File: src/design/csc_pkg.sv
// Shared types and constants of the speed and cadence decoder.
// No dependencies; used by the parser and the top level.
package csc_pkg;

  localparam int unsigned CircW     = 12;
  localparam int unsigned WheelCntW = 32;
  localparam int unsigned TimeW     = 16;
  localparam int unsigned CrankCntW = 16;
  localparam int unsigned ResW      = 16;

  // speed = dw * (circ * 9) * 2^10 / (25 * tw)
  localparam int unsigned SpdMulBW  = 16;
  localparam int unsigned SpdShift  = 10;
  localparam int unsigned SpdNumW   = WheelCntW + SpdMulBW + SpdShift;
  localparam int unsigned SpdDenW   = TimeW + 5;

  // cadence = dc * 375 * 2^14 / tc
  localparam int unsigned CadMulBW  = 9;
  localparam int unsigned CadShift  = 14;
  localparam int unsigned CadNumW   = CrankCntW + CadMulBW + CadShift;
  localparam int unsigned CadDenW   = TimeW;
  localparam logic [CadMulBW-1:0] CadFactor = 9'd375;

  typedef struct packed {
    logic                 pkt_short;
    logic [WheelCntW-1:0] dw;
    logic [TimeW-1:0]     tw;
    logic [CrankCntW-1:0] dc;
    logic [TimeW-1:0]     tc;
  } job_t;

endpackage

File: src/design/csc_parse.sv
// Byte parser: assembles wheel and crank fields and forms deltas on the last byte.
// Depends on csc_pkg.
module csc_parse (
  input  logic          clk_i,
  input  logic          rst_ni,
  input  logic          take_i,
  input  logic [7:0]    data_byte_i,
  input  logic          first_byte_i,
  input  logic          last_byte_i,
  output logic          job_valid_o,
  output csc_pkg::job_t job_o
);

  logic [3:0]  pos_q, pos_d;
  logic [1:0]  flags_q, flags_d;
  logic [csc_pkg::WheelCntW-1:0] wc_q, wc_d, wcb_q, wcb_d;
  logic [csc_pkg::TimeW-1:0]     wt_q, wt_d, wtb_q, wtb_d;
  logic [csc_pkg::CrankCntW-1:0] cc_q, cc_d, ccb_q, ccb_d;
  logic [csc_pkg::TimeW-1:0]     ct_q, ct_d, ctb_q, ctb_d;

  always_comb begin
    logic [3:0] p;
    logic [3:0] base;
    logic [3:0] off;
    logic [3:0] needed;
    logic [3:0] got;
    logic       open;
    logic       in_wheel;
    pos_d = pos_q;
    flags_d = flags_q;
    wc_d = wc_q;  wt_d = wt_q;  cc_d = cc_q;  ct_d = ct_q;
    wcb_d = wcb_q; wtb_d = wtb_q; ccb_d = ccb_q; ctb_d = ctb_q;
    job_valid_o = 1'b0;
    job_o = '0;
    p = pos_q - 4'd1;
    base = 4'd0;
    off = 4'd0;
    needed = 4'd0;
    got = 4'd0;
    open = 1'b0;
    in_wheel = 1'b0;
    if (take_i) begin
      if (first_byte_i) begin
        if (pos_q != 4'd0) begin
          // drop the open packet
          wc_d = wcb_q; wt_d = wtb_q; cc_d = ccb_q; ct_d = ctb_q;
        end
        flags_d = data_byte_i[1:0];
        pos_d = 4'd1;
        open = 1'b1;
      end else if (pos_q != 4'd0) begin
        open = 1'b1;
        if (flags_q[0]) begin
          base = 4'd6;
          if (p < 4'd4) begin
            wc_d[{p[1:0], 3'b000} +: 8] = data_byte_i;
            in_wheel = 1'b1;
          end else if (p < 4'd6) begin
            wt_d[{p[0], 3'b000} +: 8] = data_byte_i;
            in_wheel = 1'b1;
          end
        end
        off = p - base;
        if (flags_q[1] && !in_wheel && p >= base) begin
          if (off < 4'd2) begin
            cc_d[{off[0], 3'b000} +: 8] = data_byte_i;
          end else if (off < 4'd4) begin
            ct_d[{off[0], 3'b000} +: 8] = data_byte_i;
          end
        end
        if (pos_q != 4'd15) begin
          pos_d = pos_q + 4'd1;
        end
      end

      if (open && last_byte_i) begin
        needed = (flags_d[0] ? 4'd6 : 4'd0) + (flags_d[1] ? 4'd4 : 4'd0);
        got = pos_d - 4'd1;
        job_valid_o = 1'b1;
        if (got < needed) begin
          job_o.pkt_short = 1'b1;
          wc_d = wcb_q; wt_d = wtb_q; cc_d = ccb_q; ct_d = ctb_q;
        end else begin
          job_o.dw = wc_d - wcb_q;
          job_o.tw = wt_d - wtb_q;
          job_o.dc = cc_d - ccb_q;
          job_o.tc = ct_d - ctb_q;
          wcb_d = wc_d; wtb_d = wt_d; ccb_d = cc_d; ctb_d = ct_d;
        end
        pos_d = 4'd0;
      end
    end
  end

  always_ff @(posedge clk_i or negedge rst_ni) begin
    if (!rst_ni) begin
      pos_q <= '0;
      flags_q <= '0;
      wc_q <= '0;  wt_q <= '0;  cc_q <= '0;  ct_q <= '0;
      wcb_q <= '0; wtb_q <= '0; ccb_q <= '0; ctb_q <= '0;
    end else begin
      pos_q <= pos_d;
      flags_q <= flags_d;
      wc_q <= wc_d;   wt_q <= wt_d;   cc_q <= cc_d;   ct_q <= ct_d;
      wcb_q <= wcb_d; wtb_q <= wtb_d; ccb_q <= ccb_d; ctb_q <= ctb_d;
    end
  end

endmodule

File: src/design/csc_mul.sv
// Bit-serial shift-add multiplier, one multiplier bit per cycle, LSB first.
// No dependencies.
module csc_mul #(
  parameter int unsigned AW = 32,
  parameter int unsigned BW = 16
) (
  input  logic             clk_i,
  input  logic             rst_ni,
  input  logic             start_i,
  input  logic [AW-1:0]    a_i,
  input  logic [BW-1:0]    b_i,
  output logic             busy_o,
  output logic [AW+BW-1:0] prod_o
);

  localparam int unsigned CW = $clog2(BW + 1);

  logic [CW-1:0]    cnt_q, cnt_d;
  logic [AW-1:0]    a_q, a_d;
  logic [AW+BW-1:0] p_q, p_d;
  logic [AW:0]      sum;

  always_comb begin
    sum = {1'b0, p_q[AW+BW-1:BW]} + (p_q[0] ? {1'b0, a_q} : '0);
    cnt_d = cnt_q;
    a_d = a_q;
    p_d = p_q;
    if (start_i) begin
      cnt_d = CW'(BW);
      a_d = a_i;
      p_d = {{AW{1'b0}}, b_i};
    end else if (cnt_q != '0) begin
      cnt_d = cnt_q - 1'b1;
      p_d = {sum, p_q[BW-1:1]};
    end
  end

  always_ff @(posedge clk_i or negedge rst_ni) begin
    if (!rst_ni) begin
      cnt_q <= '0;
    end else begin
      cnt_q <= cnt_d;
    end
  end

  always_ff @(posedge clk_i) begin
    a_q <= a_d;
    p_q <= p_d;
  end

  assign busy_o = (cnt_q != '0);
  assign prod_o = p_q;

endmodule

File: src/design/csc_div.sv
// Bit-serial restoring divider with a quotient saturated to QW bits.
// No dependencies.
module csc_div #(
  parameter int unsigned NW = 58,
  parameter int unsigned DW = 21,
  parameter int unsigned QW = 16
) (
  input  logic          clk_i,
  input  logic          rst_ni,
  input  logic          start_i,
  input  logic [NW-1:0] num_i,
  input  logic [DW-1:0] den_i,
  output logic          busy_o,
  output logic [QW-1:0] quot_o
);

  localparam int unsigned CW = $clog2(NW + 1);

  logic [CW-1:0] cnt_q, cnt_d;
  logic [NW-1:0] n_q, n_d;
  logic [DW-1:0] den_q, den_d;
  logic [DW-1:0] r_q, r_d;
  logic [QW-1:0] q_q, q_d;
  logic          sat_q, sat_d;
  logic [DW:0]   trial;
  logic          ge;

  always_comb begin
    trial = {r_q, n_q[NW-1]};
    ge = (trial >= {1'b0, den_q});
    cnt_d = cnt_q;
    n_d = n_q;
    den_d = den_q;
    r_d = r_q;
    q_d = q_q;
    sat_d = sat_q;
    if (start_i) begin
      cnt_d = CW'(NW);
      n_d = num_i;
      den_d = den_i;
      r_d = '0;
      q_d = '0;
      sat_d = 1'b0;
    end else if (cnt_q != '0) begin
      cnt_d = cnt_q - 1'b1;
      n_d = {n_q[NW-2:0], 1'b0};
      r_d = ge ? DW'(trial - {1'b0, den_q}) : DW'(trial);
      q_d = {q_q[QW-2:0], ge};
      // a set bit above the result width overflows it
      if (ge && cnt_q > CW'(QW)) begin
        sat_d = 1'b1;
      end
    end
  end

  always_ff @(posedge clk_i or negedge rst_ni) begin
    if (!rst_ni) begin
      cnt_q <= '0;
    end else begin
      cnt_q <= cnt_d;
    end
  end

  always_ff @(posedge clk_i) begin
    n_q <= n_d;
    den_q <= den_d;
    r_q <= r_d;
    q_q <= q_d;
    sat_q <= sat_d;
  end

  assign busy_o = (cnt_q != '0);
  assign quot_o = sat_q ? {QW{1'b1}} : q_q;

endmodule

File: src/design/csc_speed_cadence_decoder.sv
// Cycling speed and cadence notification decoder, top level.
// Uses csc_pkg, csc_parse, csc_mul and csc_div.
//
// Notification bytes are taken one per cycle while the block is idle; a byte
// that is not the last one does not stall the input. On the last byte of a
// complete packet the block runs bit-serial multipliers, then bit-serial
// dividers, of which the 58-step speed divider is the longer, and stalls the
// input until the result enters the output register. A packet that ends short
// skips the arithmetic and passes through the done state into that register.
// Every result waits in the output register until taken; bytes are accepted
// meanwhile unless arithmetic is in progress or a result waits in the done state.
module csc_speed_cadence_decoder (
  input  logic                        clk_i,
  input  logic                        rst_ni,
  input  logic                        cfg_we_i,
  input  logic [csc_pkg::CircW-1:0]   cfg_wdata_i,
  input  logic                        in_valid_i,
  output logic                        in_ready_o,
  input  logic [7:0]                  data_byte_i,
  input  logic                        first_byte_i,
  input  logic                        last_byte_i,
  output logic                        out_valid_o,
  input  logic                        out_ready_i,
  output logic [csc_pkg::ResW-1:0]    speed_centi_kmh_o,
  output logic [csc_pkg::ResW-1:0]    cadence_centi_rpm_o,
  output logic                        speed_updated_o,
  output logic                        cadence_updated_o,
  output logic                        packet_short_o
);

  localparam logic [1:0] S_IDLE = 2'd0;
  localparam logic [1:0] S_MUL  = 2'd1;
  localparam logic [1:0] S_DIV  = 2'd2;
  localparam logic [1:0] S_DONE = 2'd3;

  logic [1:0] state_q, state_d;
  logic [csc_pkg::CircW-1:0] circ_q;
  logic [csc_pkg::SpdMulBW-1:0] circ9;

  logic          take;
  logic          job_valid;
  csc_pkg::job_t job;
  logic          job_start;

  logic spd_en_q, spd_en_d, cad_en_q, cad_en_d, short_q, short_d;
  logic [csc_pkg::SpdDenW-1:0] spd_den_q, spd_den_d;
  logic [csc_pkg::CadDenW-1:0] cad_den_q, cad_den_d;

  logic mul_spd_busy, mul_cad_busy, div_spd_busy, div_cad_busy;
  logic div_start;
  logic [csc_pkg::WheelCntW+csc_pkg::SpdMulBW-1:0] spd_prod;
  logic [csc_pkg::CrankCntW+csc_pkg::CadMulBW-1:0] cad_prod;
  logic [csc_pkg::ResW-1:0] spd_quot, cad_quot;

  logic out_valid_q, out_valid_d;
  logic [csc_pkg::ResW-1:0] speed_q, speed_d, cadence_q, cadence_d;
  logic spd_upd_q, spd_upd_d, cad_upd_q, cad_upd_d, pshort_q, pshort_d;

  assign take = in_valid_i && in_ready_o;
  assign in_ready_o = (state_q == S_IDLE);
  assign circ9 = {4'b0000, circ_q} + {1'b0, circ_q, 3'b000};
  assign job_start = job_valid && !job.pkt_short;

  csc_parse u_parse (
    .clk_i        (clk_i),
    .rst_ni       (rst_ni),
    .take_i       (take),
    .data_byte_i  (data_byte_i),
    .first_byte_i (first_byte_i),
    .last_byte_i  (last_byte_i),
    .job_valid_o  (job_valid),
    .job_o        (job)
  );

  csc_mul #(
    .AW (csc_pkg::WheelCntW),
    .BW (csc_pkg::SpdMulBW)
  ) u_mul_spd (
    .clk_i   (clk_i),
    .rst_ni  (rst_ni),
    .start_i (job_start),
    .a_i     (job.dw),
    .b_i     (circ9),
    .busy_o  (mul_spd_busy),
    .prod_o  (spd_prod)
  );

  csc_mul #(
    .AW (csc_pkg::CrankCntW),
    .BW (csc_pkg::CadMulBW)
  ) u_mul_cad (
    .clk_i   (clk_i),
    .rst_ni  (rst_ni),
    .start_i (job_start),
    .a_i     (job.dc),
    .b_i     (csc_pkg::CadFactor),
    .busy_o  (mul_cad_busy),
    .prod_o  (cad_prod)
  );

  csc_div #(
    .NW (csc_pkg::SpdNumW),
    .DW (csc_pkg::SpdDenW),
    .QW (csc_pkg::ResW)
  ) u_div_spd (
    .clk_i   (clk_i),
    .rst_ni  (rst_ni),
    .start_i (div_start),
    .num_i   ({spd_prod, {csc_pkg::SpdShift{1'b0}}}),
    .den_i   (spd_den_q),
    .busy_o  (div_spd_busy),
    .quot_o  (spd_quot)
  );

  csc_div #(
    .NW (csc_pkg::CadNumW),
    .DW (csc_pkg::CadDenW),
    .QW (csc_pkg::ResW)
  ) u_div_cad (
    .clk_i   (clk_i),
    .rst_ni  (rst_ni),
    .start_i (div_start),
    .num_i   ({cad_prod, {csc_pkg::CadShift{1'b0}}}),
    .den_i   (cad_den_q),
    .busy_o  (div_cad_busy),
    .quot_o  (cad_quot)
  );

  always_comb begin
    state_d = state_q;
    spd_en_d = spd_en_q;
    cad_en_d = cad_en_q;
    short_d = short_q;
    spd_den_d = spd_den_q;
    cad_den_d = cad_den_q;
    div_start = 1'b0;
    out_valid_d = out_valid_q;
    speed_d = speed_q;
    cadence_d = cadence_q;
    spd_upd_d = spd_upd_q;
    cad_upd_d = cad_upd_q;
    pshort_d = pshort_q;

    if (out_valid_q && out_ready_i) begin
      out_valid_d = 1'b0;
    end

    case (state_q)
      S_IDLE: begin
        if (job_valid) begin
          short_d = job.pkt_short;
          spd_en_d = !job.pkt_short && (circ_q != '0) && (job.tw != '0);
          cad_en_d = !job.pkt_short && (job.tc != '0);
          spd_den_d = {1'b0, job.tw, 4'b0000} + {2'b00, job.tw, 3'b000}
                    + {5'b00000, job.tw};
          cad_den_d = job.tc;
          state_d = job.pkt_short ? S_DONE : S_MUL;
        end
      end
      S_MUL: begin
        if (!mul_spd_busy && !mul_cad_busy) begin
          div_start = 1'b1;
          state_d = S_DIV;
        end
      end
      S_DIV: begin
        if (!div_spd_busy && !div_cad_busy) begin
          state_d = S_DONE;
        end
      end
      S_DONE: begin
        // hold until the output register is free
        if (!out_valid_q || out_ready_i) begin
          out_valid_d = 1'b1;
          if (spd_en_q) begin
            speed_d = spd_quot;
          end
          if (cad_en_q) begin
            cadence_d = cad_quot;
          end
          spd_upd_d = spd_en_q;
          cad_upd_d = cad_en_q;
          pshort_d = short_q;
          state_d = S_IDLE;
        end
      end
      default: begin
        state_d = S_IDLE;
      end
    endcase
  end

  always_ff @(posedge clk_i or negedge rst_ni) begin
    if (!rst_ni) begin
      state_q <= S_IDLE;
      circ_q <= '0;
      out_valid_q <= 1'b0;
      speed_q <= '0;
      cadence_q <= '0;
      spd_upd_q <= 1'b0;
      cad_upd_q <= 1'b0;
      pshort_q <= 1'b0;
    end else begin
      state_q <= state_d;
      if (cfg_we_i) begin
        circ_q <= cfg_wdata_i;
      end
      out_valid_q <= out_valid_d;
      speed_q <= speed_d;
      cadence_q <= cadence_d;
      spd_upd_q <= spd_upd_d;
      cad_upd_q <= cad_upd_d;
      pshort_q <= pshort_d;
    end
  end

  always_ff @(posedge clk_i) begin
    spd_en_q <= spd_en_d;
    cad_en_q <= cad_en_d;
    short_q <= short_d;
    spd_den_q <= spd_den_d;
    cad_den_q <= cad_den_d;
  end

  assign out_valid_o = out_valid_q;
  assign speed_centi_kmh_o = speed_q;
  assign cadence_centi_rpm_o = cadence_q;
  assign speed_updated_o = spd_upd_q;
  assign cadence_updated_o = cad_upd_q;
  assign packet_short_o = pshort_q;

  a_short_no_update: assert property (@(posedge clk_i) disable iff (!rst_ni)
    out_valid_o && packet_short_o |-> !speed_updated_o && !cadence_updated_o)
    else $error("short packet reported an update");

  a_job_when_idle: assert property (@(posedge clk_i) disable iff (!rst_ni)
    job_valid |-> state_q == S_IDLE)
    else $error("packet finished while arithmetic in progress");

  a_div_after_mul: assert property (@(posedge clk_i) disable iff (!rst_ni)
    state_q == S_DIV |-> !mul_spd_busy && !mul_cad_busy)
    else $error("division running while multiply is busy");

  a_mul_started: assert property (@(posedge clk_i) disable iff (!rst_ni)
    state_q == S_IDLE && state_d == S_MUL |=> mul_spd_busy && mul_cad_busy)
    else $error("multipliers did not start");

endmodule

File: config.mk
export PLATFORM = sky130hd
export DESIGN_NAME = csc_speed_cadence_decoder
export DESIGN_NICKNAME = d
export VERILOG_FILES = /design/src/design/csc_pkg.sv /design/src/design/csc_parse.sv /design/src/design/csc_mul.sv /design/src/design/csc_div.sv /design/src/design/csc_speed_cadence_decoder.sv
export SDC_FILE = /design/constraint.sdc
export NUM_CORES = 2
export LEC_CHECK = 0
export BUFFER_PORTS_ARGS = -buffer_cell sky130_fd_sc_hd__buf_2
export CORE_MARGIN = 2
export CORE_UTILIZATION = 35
export DETAILED_ROUTE_END_ITERATION = 8
export GPL_ROUTABILITY_DRIVEN = 0
export SLEW_MARGIN = 25
export SYNTH_ARGS = -nofsm -noshare
export SYNTH_HDL_FRONTEND = slang
export SYNTH_SLANG_ARGS = --single-unit
export TNS_END_PERCENT = 1
File: constraint.sdc
create_clock -name clk_i -period 7 [get_ports clk_i]
set_clock_uncertainty 0.1 [all_clocks]
set_input_delay 0.35 -clock clk_i [delete_from_list [all_inputs] [get_ports clk_i]]
set_output_delay 0.35 -clock clk_i [all_outputs]
set_load 0.02 [all_outputs]
# After elaboration in Yosys (flattened, before gate mapping)
# Index checks and enable logic that the tools add are counted.
[classes] addsub=23 n_mul=0 n_div=0 magnitude_cmp=10 eq_ne=8 shift=6 muxes=97 bitwise=2 n_reduce_logical=43
[ops] op="$mux 16" count=32
[ops] op="$mux 32" count=9
[ops] op="$mux 81" count=2
[ops] op="$mux 58" count=2
[ops] op="$mux 80" count=1
[ops] op="$mux 39" count=2
[ops] op="$sub 16x16->16" count=4
[ops] op="$bwmux 16" count=3
[ops] op="$mux 4" count=10
[ops] op="$add 32x32->33" count=1
[ops] op="$bwmux 32" count=1
[ops] op="$reduce_bool 16->1" count=2
[ops] op="$shift 8x6->16 const A" count=2
[ops] op="$shift 8x7->32 const A" count=1
[ops] op="$shiftx 8x6->16" count=2
[ops] op="$shiftx 8x7->32" count=1
[ops] op="$sub 32x32->32" count=1
[ops] op="$mux 6" count=4
[ops] op="$ge 22x21->1" count=1
[ops] op="$add 20x19->21" count=1
[ops] op="$add 21x16->21" count=1
[ops] op="$mux 21" count=1
[ops] op="$sub 21x21->21" count=1
[ops] op="$add 16x17->17" count=1
[ops] op="other kinds (39)" count=103
[totals] regBits=579 latchBits=0 mem_bits_rw=0 romBits=0 in_bits=27 out_inout_bits=37 word_cells=231 mem_count=0

# Longest topological paths before layout
[logic_depth] word_depth=22 depth_mapped=33

# Cells and area by module
# From an unflattened synthesis, not the netlist that was laid out.
[hier_totals] hier_cells=3889 area_unflattened_um2=37178.2
[modules_own_cells] mod="csc_parse" n_inst=1 cells_per_inst=1788 area_per_inst_um2=14024.7
[modules_own_cells] mod="csc_div at u_div_spd" n_inst=1 cells_per_inst=547 area_per_inst_um2=6085.8
[modules_own_cells] mod="csc_div at u_div_cad" n_inst=1 cells_per_inst=467 area_per_inst_um2=4929.7
[modules_own_cells] mod="csc_mul at u_mul_spd" n_inst=1 cells_per_inst=495 area_per_inst_um2=4899.7
[modules_own_cells] mod="csc_speed_cadence_decoder" n_inst=1 cells_per_inst=362 area_per_inst_um2=4835.9
[modules_own_cells] mod="csc_mul at u_mul_cad" n_inst=1 cells_per_inst=230 area_per_inst_um2=2402.3

# Worst setup path before layout
# No wires, ideal clock.
[synth_timing] path_type="flip-flop to flip-flop" startpoint="register u_parse.pos_q[0]" endpoint="register spd_den_q[19] (netlist name) (data pin)" setup_ns=0.258 arrival_time_ns=6.754 required_time_ns=6.642 path_slack_ns=-0.112 stages_incl_launch_ff=30 n_path_buf=2 synth_period_minus_slack_ns=7.112 cell_sequence="dfrtp_1 buf_2 clkinv_1 ha_1 nand4_1 nor3_1 clkbuf_1 nand2_1 o221ai_1 ha_1 inv_1 fa_1 a21o_1 a21oi_1 o21bai_1 a31oi_1 o21ai_0 o41ai_1 xnor2_1 nand2_1 inv_1 fa_1 ha_1 and2_1 a31o_2 a41o_1 o41ai_1 o2111ai_1 a21oi_1 xnor2_1"
[synth_via] elab_chain_cells=16 word_cells_on_any_way=33 cone_classes="add/sub: 7; order compare: 3; eq/ne: 1; shift: 2; mux: 18; reduce/logical: 2"
[synth_lines] item="start: declaration" line_no="csc_parse.sv:14" rtl="logic [3:0] pos_q, pos_d;"
[synth_lines] item="start signal: assignment" line_no="csc_parse.sv:102" rtl="pos_q <= pos_d;"
[synth_lines] item="$sub 4x1->4" line_no="csc_parse.sv:35" rtl="p = pos_q - 4'd1;"
[synth_lines] item="$neg 4->6" line_no="csc_parse.sv:59" rtl="wt_d[{p[0], 3'b000} +: 8] = data_byte_i;"
[synth_lines] item="$shiftx 8x6->16 / $shift 8x6->16 (equally long branches)" line_no="csc_parse.sv:59"
[synth_lines] item="$bwmux 16" line_no="csc_parse.sv:59"
[synth_lines] item="$mux 16" line_no="csc_parse.sv:58" rtl="end else if (p < 4'd6) begin"
[synth_lines] item="$mux 16" line_no="csc_parse.sv:55" rtl="if (p < 4'd4) begin"
[synth_lines] item="$mux 16" line_no="csc_parse.sv:53" rtl="if (flags_q[0]) begin"
[synth_lines] item="$mux 16" line_no="csc_parse.sv:51" rtl="end else if (pos_q != 4'd0) begin"
[synth_lines] item="$mux 16" line_no="csc_parse.sv:43" rtl="if (first_byte_i) begin"
[synth_lines] item="$mux 16" line_no="csc_parse.sv:42" rtl="if (take_i) begin"
[synth_lines] item="$sub 16x16->16" line_no="csc_parse.sv:85" rtl="job_o.tw = wt_d - wtb_q;"
[synth_lines] item="$mux 80" line_no="csc_parse.sv:80" rtl="if (got < needed) begin"
[synth_lines] item="$mux 81 *" line_no="csc_parse.sv:76" rtl="if (open && last_byte_i) begin"
[synth_lines] item="$mux 81 *" line_no="csc_parse.sv:42"
[synth_lines] item="$add 20x19->21" line_no="csc_speed_cadence_decoder.sv:154" rtl="spd_den_d = {1'b0, job.tw, 4'b0000} + {2'b00, job.tw, 3'b000}"
[synth_lines] item="$add 21x16->21 *" line_no="csc_speed_cadence_decoder.sv:155" rtl="+ {5'b00000, job.tw};"
[synth_lines] item="end signal: assignment" line_no="csc_speed_cadence_decoder.sv:221" rtl="spd_den_q <= spd_den_d;"
[synth_lines] item="end: declaration" line_no="csc_speed_cadence_decoder.sv:46" rtl="logic [csc_pkg::SpdDenW-1:0] spd_den_q, spd_den_d;"
# Mark *: on every way between the ends. The rest lies on a longest branch, timed or not. The select of a mux whose other input is x is not followed.
# A chain may end at the register's enable or synchronous reset.

# Worst setup path in the final report
[layout_timing] startpoint="register u_parse.pos_q[1]" endpoint="register spd_den_q[19] (netlist name) (data pin)"
[layout_via] elab_chain_cells=14 word_cells_on_any_way=29 cone_classes="add/sub: 6; order compare: 3; eq/ne: 1; mux: 17; reduce/logical: 2"
[layout_lines] item="$sub 4x1->4" line_no="csc_parse.sv:35"
[layout_lines] item="$lt 4x3->1" line_no="csc_parse.sv:58"
[layout_lines] item="$mux 16" line_no="csc_parse.sv:58"
[layout_lines] item="$mux 16" line_no="csc_parse.sv:55"
[layout_lines] item="$mux 16" line_no="csc_parse.sv:53"
[layout_lines] item="$mux 16" line_no="csc_parse.sv:51"
[layout_lines] item="$mux 16" line_no="csc_parse.sv:43"
[layout_lines] item="$mux 16" line_no="csc_parse.sv:42"
[layout_lines] item="$sub 16x16->16" line_no="csc_parse.sv:85"
[layout_lines] item="$mux 80" line_no="csc_parse.sv:80"
[layout_lines] item="$mux 81 *" line_no="csc_parse.sv:76"
[layout_lines] item="$mux 81 *" line_no="csc_parse.sv:42"
[layout_lines] item="$add 20x19->21" line_no="csc_speed_cadence_decoder.sv:154"
[layout_lines] item="$add 21x16->21 *" line_no="csc_speed_cadence_decoder.sv:155"
# Marks and branches as above.

==> metrics.csv <==
metric,value,unit
grt_max_degree,201,
min-delay-start,cfg_we_i,
initial_core_util,35.4,%
viasPerCell,5.11,
cts_buffer_depth,3,
synth.top_cells.by_area,"edfxtp_1 18%, dfrtp_1 17%, nand2_1 8.6%, ha_1 8.0%, dfxtp_1 7.4%",
die_height,320,um
fp.coreArea,98600,um^2
synthTopCellsByCount,"799 x nand2_1, 366 x o21ai_0, 265 x a21oi_1",
worstSetupStartpointType,flip-flop,
ys.flop_type,dfrtp_1,
drt_iter0_markers,1564,
insertion_delay,0.63,ns
whs,0.0292,ns
synth-seq-area-share,42.8,%
cts_tree,yes,
synth_area_leader_cell,edfxtp_1,
crit_required,7.27,ns
clock-sinks,579,
synth_cell_type_count,79,
post-route-min-period,6.51,ns
grt-ovfl-total,0,
drv_slew,0,
slew_headroom,32.0,%
fin_util,39.5,%
rsz0062_at_grt,false,
num_io_pins,64,
max_clock_freq,154,MHz
tns,0,ns
ant_nets,0,
synth_edf_count,214,
critPathSlowestCell,fa_1,
async_reset_ff_share,40.9,%
grt_pass1_vias,26600,
antenna_found_initial,4,
drive_gt1_share,7.59,%
ys_warn_count,0,
place_ws,0.358,ns
crit_family,compound AO/OA/AOI/OAI gates,
cts_root_buf,clkbuf_16,
post-route-period-util,93.0,%
finalWirelength,82200,um
fin_ws,0.493,ns
setup_viol,0,
endpoint_kind,flip-flop,
nNetsFinal,4284,
critPathKind,reg2reg,
grt_usage,16.2,%
crit_buf_inv,4,
min_path_type,in2reg,
syn_area_per_cell,8.67,um^2
ir_drop,352,uV
critPathLaunch,u_parse.pos_q[1],
multiInputGateArea,18400,um^2
cpPeakStageDelay,0.43,ns
avgRoutedWirePerCell,15.4,um
cp_max_fo,8,
rows,115,
synth_area,34800,um^2
max_cap_violations,0,
first_pass_iters,5,
cts_made_buffers,67,
grt_pass1_wl,138000,um
die_x,320,um
hold_viol,0,
port_buffers,63,
outcome,finished clean,
synth_seq_cells,579,
h-tree-depth,3,
timing.rr.start,u_parse.pos_q[1],
yosysMostFrequentCell,nand2_1,
critPathMostFrequentCell,inv_1,
fillers,9782,
power_density,512,nW/um^2
worstMarginPinSlew,1.02,ns
diodes,0,
die_area,102000,um^2
ff_latch_area,14900,um^2
total_power,19.9,mW
worst_ep_arrival_time,6.77,ns
synth_top_area_share,18.4,%
clk_pin_slew,0.06,ns
vias,27400,
dpl.hpwl,55500,um
drc,0,
area_growth,11.8,%
synthesis.nets,4286,
cts_setup_buffers,0,
netlist_instances,4017,
leakagePower,17.1,nW
==> worst min-delay path: stages <==
cell	delay [ns]
buf_2	0.19
nand2_1	0.08
o21ai_0	0.06
==> flip-flops by register name, indices dropped and copies added, names as in the netlist, 21 cells and up <==
name	cells
u_div_cad.n_q	25
u_mul_spd.a_q	32
u_parse.wc_q	32
u_mul_cad.prod_o	25
u_mul_spd.prod_o	48
u_div_spd.n_q	48
u_div_spd.r_q	21
u_parse.wcb_q	32
u_div_spd.den_q	21
spd_den_q	21
==> layer usage <==
layer / GRT usage, % / wire length, um
met1: 21.9 / 39800
met2: 26.3 / 36900
met3: 2.52 / 3510
met4: 5.21 / 1970
met5: 0 / 37
==> repair_timing <==
action                                  4_1_cts  5_1_grt
hold buffers                                 14        0
gates resized for setup                       0        8
hold endpoints to repair                    103        0
endpoints found under the setup margin        0        4
==> layout by cell type (no fill, tap or decap), types with 8 or more instances in the layout <==
cell type,instances
nand2_1,796
o21ai_0,366
a21oi_1,265
nor2_1,250
inv_1,239
dfrtp_1,237
ha_1,222
edfxtp_1,214
dfxtp_1,128
and2_1,96
xnor2_1,92
nor3_1,79
o211ai_1,75
nand3_1,70
xor2_1,67
clkbuf_16,67
mux2i_1,65
buf_2,61
a211oi_1,49
a21o_1,45
buf_4,43
mux2_2,41
o31ai_1,38
a31oi_1,36
nand2b_1,36
nor2b_1,33
o21a_1,33
or3_1,21
fa_1,18
nand4_1,14
nor4_1,14
or2_2,14
o21bai_1,14
dlygate4sd3_1,14
and3_1,13
clkbuf_1,13
clkbuf_8,11
o22ai_1,8
==> report_power, final <==
group / switching (mW) / total, mW / internal, mW
Sequential: 0.899 / 5.94 / 5.04
Clock: 1.49 / 3.55 / 2.06
Combinational: 6.15 / 10.4 / 4.30
==> stage by stage <==
step           area, um^2  cells
3_3_place_gp        36500   5219
3_5_place_dp        36500   5219
4_1_cts             38900   5357
6_report            39000   5357
5_1_grt             39000   5357
2_1_floorplan       34900   4017
==> path summary, 6_finish.rpt <==
path,end,slack (ns),depth (start not counted)
min in group asynchronous,speed_centi_kmh_o[4],0.20,2
max in group asynchronous,circ_q[8],5.32,3
setup / recovery,spd_den_q[19],0.49,28
hold / removal,circ_q[11],0.03,3
hold reg to reg,u_div_cad.den_q[2],0.32,0
setup reg to reg,spd_den_q[19],0.49,28
==> cells by family after synthesis <==
kind of cell	after synthesis	share of synthesized area, %
adders and majority gates	242	9.08
buffers and inverters	437	4.73
muxes	106	3.19
AOI/OAI and AO/OA	1007	17.3
DFF	579	42.8
xor gates and xnor gates	159	4.00
and+or+nand+nor	1487	18.9
==> cell type report <==
type	instances	share of cell area, %
multi-input cells	3001	47.3
flip-flops and latches	579	38.3
clock buffers	91	4.82
well taps	1287	4.13
inverters	243	2.37
repair buffers	123	2.19
clock inverters	33	0.928
Note: power is estimated with default switching activity, not from simulation.
